### config.mk
export PLATFORM = sky130hd
export DESIGN_NAME = adc_ladder_key_debounce
export DESIGN_NICKNAME = d
export VERILOG_FILES = /design/src/hw/rtl/akd_pkg.sv /design/src/hw/rtl/adc_ladder_key_debounce.sv /design/src/hw/rtl/akd_front.sv /design/src/hw/rtl/akd_queue.sv /design/src/hw/rtl/akd_back.sv
export SDC_FILE = /design/constraint.sdc
export NUM_CORES = 1
export LEC_CHECK = 0
export BUFFER_PORTS_ARGS = -buffer_cell sky130_fd_sc_hd__buf_2
export CORE_AREA = 4 4 123 125
export DETAILED_ROUTE_END_ITERATION = 10
export DIE_AREA = 0 0 127 129
export GPL_TIMING_DRIVEN = 1
export HOLD_SLACK_MARGIN = 0.15
export MAX_ROUTING_LAYER = met4
export PLACE_DENSITY = 0.77
export SYNTH_ARGS = -nofsm -noshare
export SYNTH_HDL_FRONTEND = slang
export SYNTH_SLANG_ARGS = --single-unit
### constraint.sdc
create_clock -name clk_i -period 9.05 [get_ports clk_i]
set_input_delay 0.905 -clock clk_i [delete_from_list [all_inputs] [get_ports clk_i]]
set_output_delay 0.905 -clock clk_i [all_outputs]
set_load 0.03 [all_outputs]
### src/hw/rtl/akd_pkg.sv
// ----------------------------------------------------------------------------
// akd_pkg: shared types and constants for the ladder keypad debouncer
// Holds the key range table, the classifier function and the queue entry type.
// ----------------------------------------------------------------------------
package akd_pkg;

  localparam int SampleBits  = 12;
  localparam int NumRanges   = 6;
  localparam int TableRanges = 6;
  // Only ranges that are in the table can be tested.
  localparam int NumTested   = (NumRanges < TableRanges) ? NumRanges : TableRanges;

  localparam int RangeW      = 16;
  localparam int KeyW        = 3;
  localparam int TimeW       = 32;
  localparam int SettleW     = 16;

  localparam logic [SettleW-1:0] SettleReset = 16'd50;

  // Inclusive bounds; entry order is priority order (lowest index wins).
  localparam logic [RangeW-1:0] RangeLo [TableRanges] = '{
    16'd3666, 16'd2030, 16'd2701, 16'd3033, 16'd3221, 16'd3428
  };
  localparam logic [RangeW-1:0] RangeHi [TableRanges] = '{
    16'd4095, 16'd2078, 16'd2759, 16'd3107, 16'd3301, 16'd3513
  };

  typedef struct packed {
    logic            hit;
    logic [KeyW-1:0] idx;
  } class_t;

  typedef struct packed {
    logic             hit;
    logic [KeyW-1:0]  idx;
    logic [TimeW-1:0] now;
  } entry_t;

  function automatic class_t classify(input logic [SampleBits-1:0] s);
    class_t           res;
    logic [RangeW-1:0] sx;
    res.hit = 1'b0;
    res.idx = '0;
    sx      = RangeW'(s);
    // Walk downward so the lowest matching index is the one kept.
    for (int i = NumTested - 1; i >= 0; i--) begin
      if (sx >= RangeLo[i] && sx <= RangeHi[i]) begin
        res.hit = 1'b1;
        res.idx = KeyW'(i);
      end
    end
    return res;
  endfunction

endpackage

### src/hw/rtl/adc_ladder_key_debounce.sv
// ----------------------------------------------------------------------------
// adc_ladder_key_debounce: resistor-ladder keypad debouncer
// Classifies keypad ADC samples into key ranges and latches a stable key.
// ----------------------------------------------------------------------------
// Usage:
//   Input channel (in_valid_i / in_stall_o) carries one sample_i with its
//   now_ms_i timestamp per transfer. Output channel (out_valid_o /
//   out_stall_i) returns exactly one result per input: pressed_key_o, the
//   latched key after this sample, and latched_now_o, set when this sample
//   performed the latch (also when the same key latches again).
//   The settle time is written through cfg_valid_i / cfg_settle_time_i;
//   cfg_ready_o is always high. Write it only while the block is idle.
//   A result is written into the front queue when its input transfers,
//   then loaded into the back end's output register, from which it can
//   transfer. Throughput: one item per cycle while the output is not
//   stalled; the debounce update (a 32-bit elapsed-time subtract and
//   compare) in the back end is combinational.
//   A two-entry queue between front and back means the input keeps taking
//   items for a while when the receiver stalls; in_stall_o rises only when
//   that queue is full. Results are held stable while stalled.
//   Reset: detector disarmed, key 0, settle time 50 ms, queue and output empty.
// ----------------------------------------------------------------------------
module adc_ladder_key_debounce (
  input  logic                           clk_i,
  input  logic                           rst_ni,
  input  logic                           cfg_valid_i,
  output logic                           cfg_ready_o,
  input  logic [akd_pkg::SettleW-1:0]    cfg_settle_time_i,
  input  logic                           in_valid_i,
  output logic                           in_stall_o,
  input  logic [akd_pkg::SampleBits-1:0] sample_i,
  input  logic [akd_pkg::TimeW-1:0]      now_ms_i,
  output logic                           out_valid_o,
  input  logic                           out_stall_i,
  output logic [akd_pkg::KeyW-1:0]       pressed_key_o,
  output logic                           latched_now_o
);

  logic            push, pop, q_full, q_not_empty;
  akd_pkg::entry_t push_data, head;

  assign cfg_ready_o = 1'b1;

  // Front: classify and push into the queue.
  akd_front u_front (
    .in_valid_i  (in_valid_i),
    .in_stall_o  (in_stall_o),
    .sample_i    (sample_i),
    .now_ms_i    (now_ms_i),
    .q_full_i    (q_full),
    .push_o      (push),
    .push_data_o (push_data)
  );

  // Decouples input transfers from output stalls.
  akd_queue u_queue (
    .clk_i       (clk_i),
    .rst_ni      (rst_ni),
    .push_i      (push),
    .push_data_i (push_data),
    .full_o      (q_full),
    .pop_i       (pop),
    .not_empty_o (q_not_empty),
    .head_o      (head)
  );

  // Back: debounce state machine and registered result.
  akd_back u_back (
    .clk_i             (clk_i),
    .rst_ni            (rst_ni),
    .cfg_we_i          (cfg_valid_i && cfg_ready_o),
    .cfg_settle_time_i (cfg_settle_time_i),
    .not_empty_i       (q_not_empty),
    .head_i            (head),
    .pop_o             (pop),
    .out_valid_o       (out_valid_o),
    .out_stall_i       (out_stall_i),
    .pressed_key_o     (pressed_key_o),
    .latched_now_o     (latched_now_o)
  );

endmodule

### src/hw/rtl/akd_front.sv
// ----------------------------------------------------------------------------
// akd_front: input stage
// Takes samples, classifies them against the key ranges, forms queue entries.
// ----------------------------------------------------------------------------
module akd_front (
  input  logic                           in_valid_i,
  output logic                           in_stall_o,
  input  logic [akd_pkg::SampleBits-1:0] sample_i,
  input  logic [akd_pkg::TimeW-1:0]      now_ms_i,
  input  logic                           q_full_i,
  output logic                           push_o,
  output akd_pkg::entry_t                push_data_o
);

  akd_pkg::class_t cls;

  always_comb begin
    cls = akd_pkg::classify(sample_i);
  end

  assign in_stall_o       = q_full_i;
  assign push_o           = in_valid_i && !q_full_i;
  assign push_data_o.hit  = cls.hit;
  assign push_data_o.idx  = cls.idx;
  assign push_data_o.now  = now_ms_i;

endmodule

### src/hw/rtl/akd_queue.sv
// ----------------------------------------------------------------------------
// akd_queue: two-entry queue between front and back
// Lets the input side keep transferring while the back end waits on a stall.
// ----------------------------------------------------------------------------
module akd_queue (
  input  logic            clk_i,
  input  logic            rst_ni,
  input  logic            push_i,
  input  akd_pkg::entry_t push_data_i,
  output logic            full_o,
  input  logic            pop_i,
  output logic            not_empty_o,
  output akd_pkg::entry_t head_o
);

  akd_pkg::entry_t slot_q [2];
  logic            wr_ptr_q, wr_ptr_d;
  logic            rd_ptr_q, rd_ptr_d;
  logic [1:0]      cnt_q, cnt_d;

  assign full_o      = cnt_q[1];
  assign not_empty_o = (cnt_q != 2'd0);
  assign head_o      = slot_q[rd_ptr_q];

  always_comb begin
    wr_ptr_d = wr_ptr_q ^ push_i;
    rd_ptr_d = rd_ptr_q ^ pop_i;
    cnt_d    = cnt_q + {1'b0, push_i} - {1'b0, pop_i};
  end

  always_ff @(posedge clk_i or negedge rst_ni) begin
    if (!rst_ni) begin
      wr_ptr_q <= 1'b0;
      rd_ptr_q <= 1'b0;
      cnt_q    <= 2'd0;
    end else begin
      wr_ptr_q <= wr_ptr_d;
      rd_ptr_q <= rd_ptr_d;
      cnt_q    <= cnt_d;
    end
  end

  always_ff @(posedge clk_i) begin
    if (push_i) begin
      slot_q[wr_ptr_q] <= push_data_i;
    end
  end

endmodule

### src/hw/rtl/akd_back.sv
// ----------------------------------------------------------------------------
// akd_back: debounce state and output register
// Applies the arm / latch / disarm rules and holds the result for transfer.
// ----------------------------------------------------------------------------
module akd_back (
  input  logic                        clk_i,
  input  logic                        rst_ni,
  input  logic                        cfg_we_i,
  input  logic [akd_pkg::SettleW-1:0] cfg_settle_time_i,
  input  logic                        not_empty_i,
  input  akd_pkg::entry_t             head_i,
  output logic                        pop_o,
  output logic                        out_valid_o,
  input  logic                        out_stall_i,
  output logic [akd_pkg::KeyW-1:0]    pressed_key_o,
  output logic                        latched_now_o
);

  logic [akd_pkg::SettleW-1:0] settle_q;
  logic                        armed_q, armed_d;
  logic [akd_pkg::TimeW-1:0]   start_q, start_d;
  logic [akd_pkg::KeyW-1:0]    det_q, det_d;
  logic [akd_pkg::KeyW-1:0]    key_q, key_d;
  logic                        out_valid_q, out_valid_d;
  logic [akd_pkg::KeyW-1:0]    out_key_q;
  logic                        out_lat_q;
  logic                        fire, lat;
  logic [akd_pkg::TimeW-1:0]   elapsed;

  assign fire    = not_empty_i && (!out_valid_q || !out_stall_i);
  assign pop_o   = fire;
  assign elapsed = head_i.now - start_q;

  always_comb begin
    armed_d = armed_q;
    start_d = start_q;
    det_d   = det_q;
    key_d   = key_q;
    lat     = 1'b0;
    if (fire && head_i.hit) begin
      if (!armed_q) begin
        armed_d = 1'b1;
        start_d = head_i.now;
        det_d   = head_i.idx;
      end else if (head_i.idx == det_q) begin
        if (elapsed > akd_pkg::TimeW'(settle_q)) begin
          key_d   = head_i.idx;
          armed_d = 1'b0;
          lat     = 1'b1;
        end
      end else begin
        armed_d = 1'b0;
      end
    end
    out_valid_d = fire || (out_valid_q && out_stall_i);
  end

  always_ff @(posedge clk_i or negedge rst_ni) begin
    if (!rst_ni) begin
      settle_q    <= akd_pkg::SettleReset;
      armed_q     <= 1'b0;
      start_q     <= '0;
      det_q       <= '0;
      key_q       <= '0;
      out_valid_q <= 1'b0;
    end else begin
      if (cfg_we_i) begin
        settle_q <= cfg_settle_time_i;
      end
      armed_q     <= armed_d;
      start_q     <= start_d;
      det_q       <= det_d;
      key_q       <= key_d;
      out_valid_q <= out_valid_d;
    end
  end

  always_ff @(posedge clk_i) begin
    if (fire) begin
      out_key_q <= key_d;
      out_lat_q <= lat;
    end
  end

  assign out_valid_o   = out_valid_q;
  assign pressed_key_o = out_key_q;
  assign latched_now_o = out_lat_q;

`ifndef NO_ASSERTIONS
  // A latch always disarms the detector.
  a_latch_disarms: assert property (@(posedge clk_i) disable iff (!rst_ni)
    lat |=> !armed_q)
    else $error("detector still armed after latch");

  // A shown latch result carries the key now held in state.
  a_out_matches_key: assert property (@(posedge clk_i) disable iff (!rst_ni)
    (out_valid_q && out_lat_q) |-> (out_key_q == key_q))
    else $error("latched output disagrees with key state");

  // The armed range is always one the table can produce.
  a_det_in_table: assert property (@(posedge clk_i) disable iff (!rst_ni)
    armed_q |-> (det_q <= akd_pkg::KeyW'(akd_pkg::NumTested - 1)))
    else $error("armed range out of table");

  // Nothing is popped while a stalled result is still pending.
  a_no_pop_on_stall: assert property (@(posedge clk_i) disable iff (!rst_ni)
    (out_valid_q && out_stall_i) |-> !pop_o)
    else $error("queue popped while output stalled");
`endif

endmodule
==> impl_results.md <==
- Setup bufs post-CTS: 0
- CTS tree: yes
- Tcrit/Tclk final: 0.6856
- Post-synth EDFFs: 76
- CP Max Fanout: 26
- Worst Path Required: 9.23 ns
- CTS root buf: clkbuf_16
- TritonCTS Sinks: 136
- Largest net degree at the start of global routing: 65
- Placed cell count: 966
- Max_cap viols: 0
- Worst Setup Start Kind: flip-flop
- Die width: 127 µm
- Core area: 13880 µm²
- HPWL after detailed placement: 12.36 mm
- Initial antenna violation count: 0
- Syn avg cell area: 10.51 µm²
- H-tree depth: 4
- Global-route wire length before repair: 27.64 mm
- Fmax: 161.2 MHz
- Via count: 5744
- Worst Hold Path EP: u_back.out_valid_o
- RSZ-0062 raised after global routing: false
- Slew @ Worst Pin: 0.8010 ns
- Post-Syn Area: 7766 µm²
- Die area: 16380 µm²
- Asr flop ratio synth: 0.4412
- Pleak: 3.637 nW
- FF+latch count, synth: 136
- Hold crit path type: reg -> reg
- Initial DRC count: 324
- Grt ovf: 0
- DR pass1 iterations: 5
- Max VDD drop: 0.1654 mV
- Clock Pin Slew Worst Setup and Hold Paths: 0.06 ns
- Final setup vio count: 0
- Port Buffers: 70
- Post-Synthesis Cells: 739
- PwrDens: 424.7 nW/µm²
- Final Non-Filler Cells: 998
- Detail Route Antenna Nets: 0
- Unique masters post-synth: 72
- GRT Total Usage: 0.2207
- Status: completed
- Cell taking the most area after synthesis: edfxtp_1
- Prevailing post-synth register cell: edfxtp_1
- Hold Violations, Final: 0
- Num rows: 43
- Flop2flop setup slack: 2.85 ns
- Slew margin rel.: 0.4660
- Routed WL: 16.76 mm
- Cts repair resizes: 0
- Synth Net Count: 858
- DRC: 0
- Cts hold-fix bufs: 0
- Mean number of vias per cell: 5.756
- Reg2reg end: u_back.pressed_key_o[2]
- Synth top area share: 0.2939
- Critical R2R Launch: u_queue.rd_ptr_q
- Crit end category: flip-flop
- WL/cell: 16.79 µm
- Nets: 924
- Initial Util: 0.5595
- Skew final: 0.008511 ns
- Max Slew Vio Count: 0
- Routability cong.: 0.9314
- Total power: 3.740 mW
- Area Overhead vs Synth: 13.40%
- Syn. warnings: 0
- Worst hold start: u_queue.cnt_q[0]
- Vias in the first global route: 5760
- Largest cells by area after synthesis: edfxtp_1 29%, dfrtp_1 18%, ha_1 8.5%
- Reg2Reg Depth: 23
- Setup TNS: 0 ns
- Die Ht: 129 µm
- Top-Level Pins: 72
- Crit Path Category: reg -> reg
- CTS buffer count: 17
- Arr. time, crit path: 6.38 ns
- # diodes: 0
- Bufs on Longest Clock Path: 2
- Hold Path Cell Cnt: 2
- Crit path time final: 6.204 ns
- Seq/Total Area, Yosys: 0.4877
- Worst-Skew Late Latency: 0.43 ns
- Layout cell share with drive strength beyond 1: 0.2042
[worst max path at each step]
stage	from	to	slack [ns]	cells after the start
3_3_place_gp	u_queue.rd_ptr_q	u_back.pressed_key_o[2]	3.08	23
6_report	u_queue.rd_ptr_q	u_back.pressed_key_o[2]	2.85	23
5_1_grt	u_queue.rd_ptr_q	u_back.pressed_key_o[2]	2.42	23
3_5_place_dp	u_queue.rd_ptr_q	u_back.pressed_key_o[2]	2.84	23
2_1_floorplan	u_queue.rd_ptr_q	u_back.pressed_key_o[2]	3.55	24
4_1_cts	u_queue.rd_ptr_q	u_back.pressed_key_o[2]	2.78	23
[cell usage in the layout (no fill, tap or decap), types with 4 or more instances in the layout]
cell	n
nor2_1	37
a31oi_1	4
nor2b_1	6
xnor2_1	19
o21ai_1	6
a21oi_2	4
clkbuf_16	17
o21ai_0	72
a21oi_1	51
mux2i_1	7
mux2_2	33
buf_2	70
nand3_1	17
nor3_1	8
a21o_1	6
inv_1	56
buf_4	5
edfxtp_1	76
and3_1	4
o2111ai_1	4
o211ai_1	7
xor2_1	9
nand2b_1	10
nand4_1	9
inv_6	4
nor4_1	4
nand2_1	88
ha_1	53
o21bai_1	4
dfrtp_1	57
[power breakdown]
part / leakage, nW / switching, mW / internal (mW)
Combinational: 1.94 / 1.30 / 0.854
Sequential: 1.42 / 0.0695 / 0.840
Clock: 0.275 / 0.272 / 0.407
[cells in the mapped netlist, types with 3 or more instances]
library cell / instances
o21ai_1: 6
nand2_1: 88
a21oi_1: 51
dfrtp_1: 57
o2111ai_1: 4
nand3b_1: 3
a211oi_1: 3
mux2i_1: 7
nor2b_1: 6
a21oi_2: 4
nand2b_1: 10
mux2_2: 33
nor4_1: 4
a21o_1: 6
and3_1: 4
nand3_1: 17
dfstp_2: 3
o21ai_0: 72
ha_1: 53
o31ai_1: 3
o211ai_2: 3
edfxtp_1: 76
buf_2: 4
nor2_1: 37
xor2_1: 9
buf_6: 5
a21boi_0: 3
clkbuf_1: 17
xnor2_1: 19
a31oi_1: 4
o211ai_1: 7
nand4_1: 9
inv_1: 56
nor3_1: 9
o21bai_1: 4
[cells by family after synthesis]
family | after synthesis | synth area share
flops | 136 | 0.4877
other cells | 1 | 0.0004829
mux | 42 | 0.06170
buf+inv | 84 | 0.04704
xor+xnor | 30 | 0.03722
fa+ha+maj | 54 | 0.08797
compound gates | 189 | 0.1521
simple gates | 203 | 0.1258
[layout make-up]
class	count	area (µm²)
repair buffers	75	387.9
well taps	180	225.2
inverters	56	210.2
clock buffers	18	429.2
flip-flops and latches	136	3787
clock inverters	14	148.9
fillers	1129	5074
multi-input cells	519	3618
[registers in the layout (all words and copies together) (netlist names)]
register,flops
u_queue.wr_ptr_q,1
u_back.settle_q,16
u_back.out_valid_o,1
u_queue.cnt_q,2
u_back.det_q,3
u_queue.slot_q,72
u_back.armed_q,1
u_back.start_q,32
u_back.pressed_key_o,3
u_back.key_q,3
u_queue.rd_ptr_q,1
u_back.latched_now_o,1
[stage by stage]
step	util	setup WS (ns)	cell area (µm²)	hold WS, ns
final	0.6345	2.846	8807	0.4999
after global routing	0.6345	2.424	8807	0.5253
after CTS	0.6345	2.777	8807	0.4994
after detailed placement	0.5928	2.838	8229	0.4820
after global placement	0.5928	3.078	8229	0.4733
after floorplan	-	3.554	7766	0.4595
[layer usage]
layer | GRT usage | up-vias | part of all wire
met1 | 0.2862 | 2745 | 0.46
met4 | 0.08959 | 0 | 0.026
li1 | - | 2782 | -
met2 | 0.3471 | 183 | 0.47
met3 | 0.03778 | 34 | 0.049
met5 | - | - | 0
[worst max-delay path: stages, from the launching register on]
cell and delay (ns):
dfrtp_1 0.68, buf_4 0.49, mux2i_1 0.31, ha_1 0.21, nand2b_1 0.13, a21oi_1 0.09
o21ai_1 0.32, nand2_1 0.14, a31oi_1 0.26, or2b_1 0.16, nand2b_1 0.06, a21oi_1 0.17
xnor2_1 0.15, ha_1 0.27, nand4_1 0.15, nor2_1 0.07, a221o_1 0.32, o31ai_1 0.41
nand4_2 0.19, a2111oi_4 0.35, o211ai_2 0.15, nor4_4 0.41, a21oi_4 0.13, mux2_4 0.32
(Power assumes the default switching activity.)
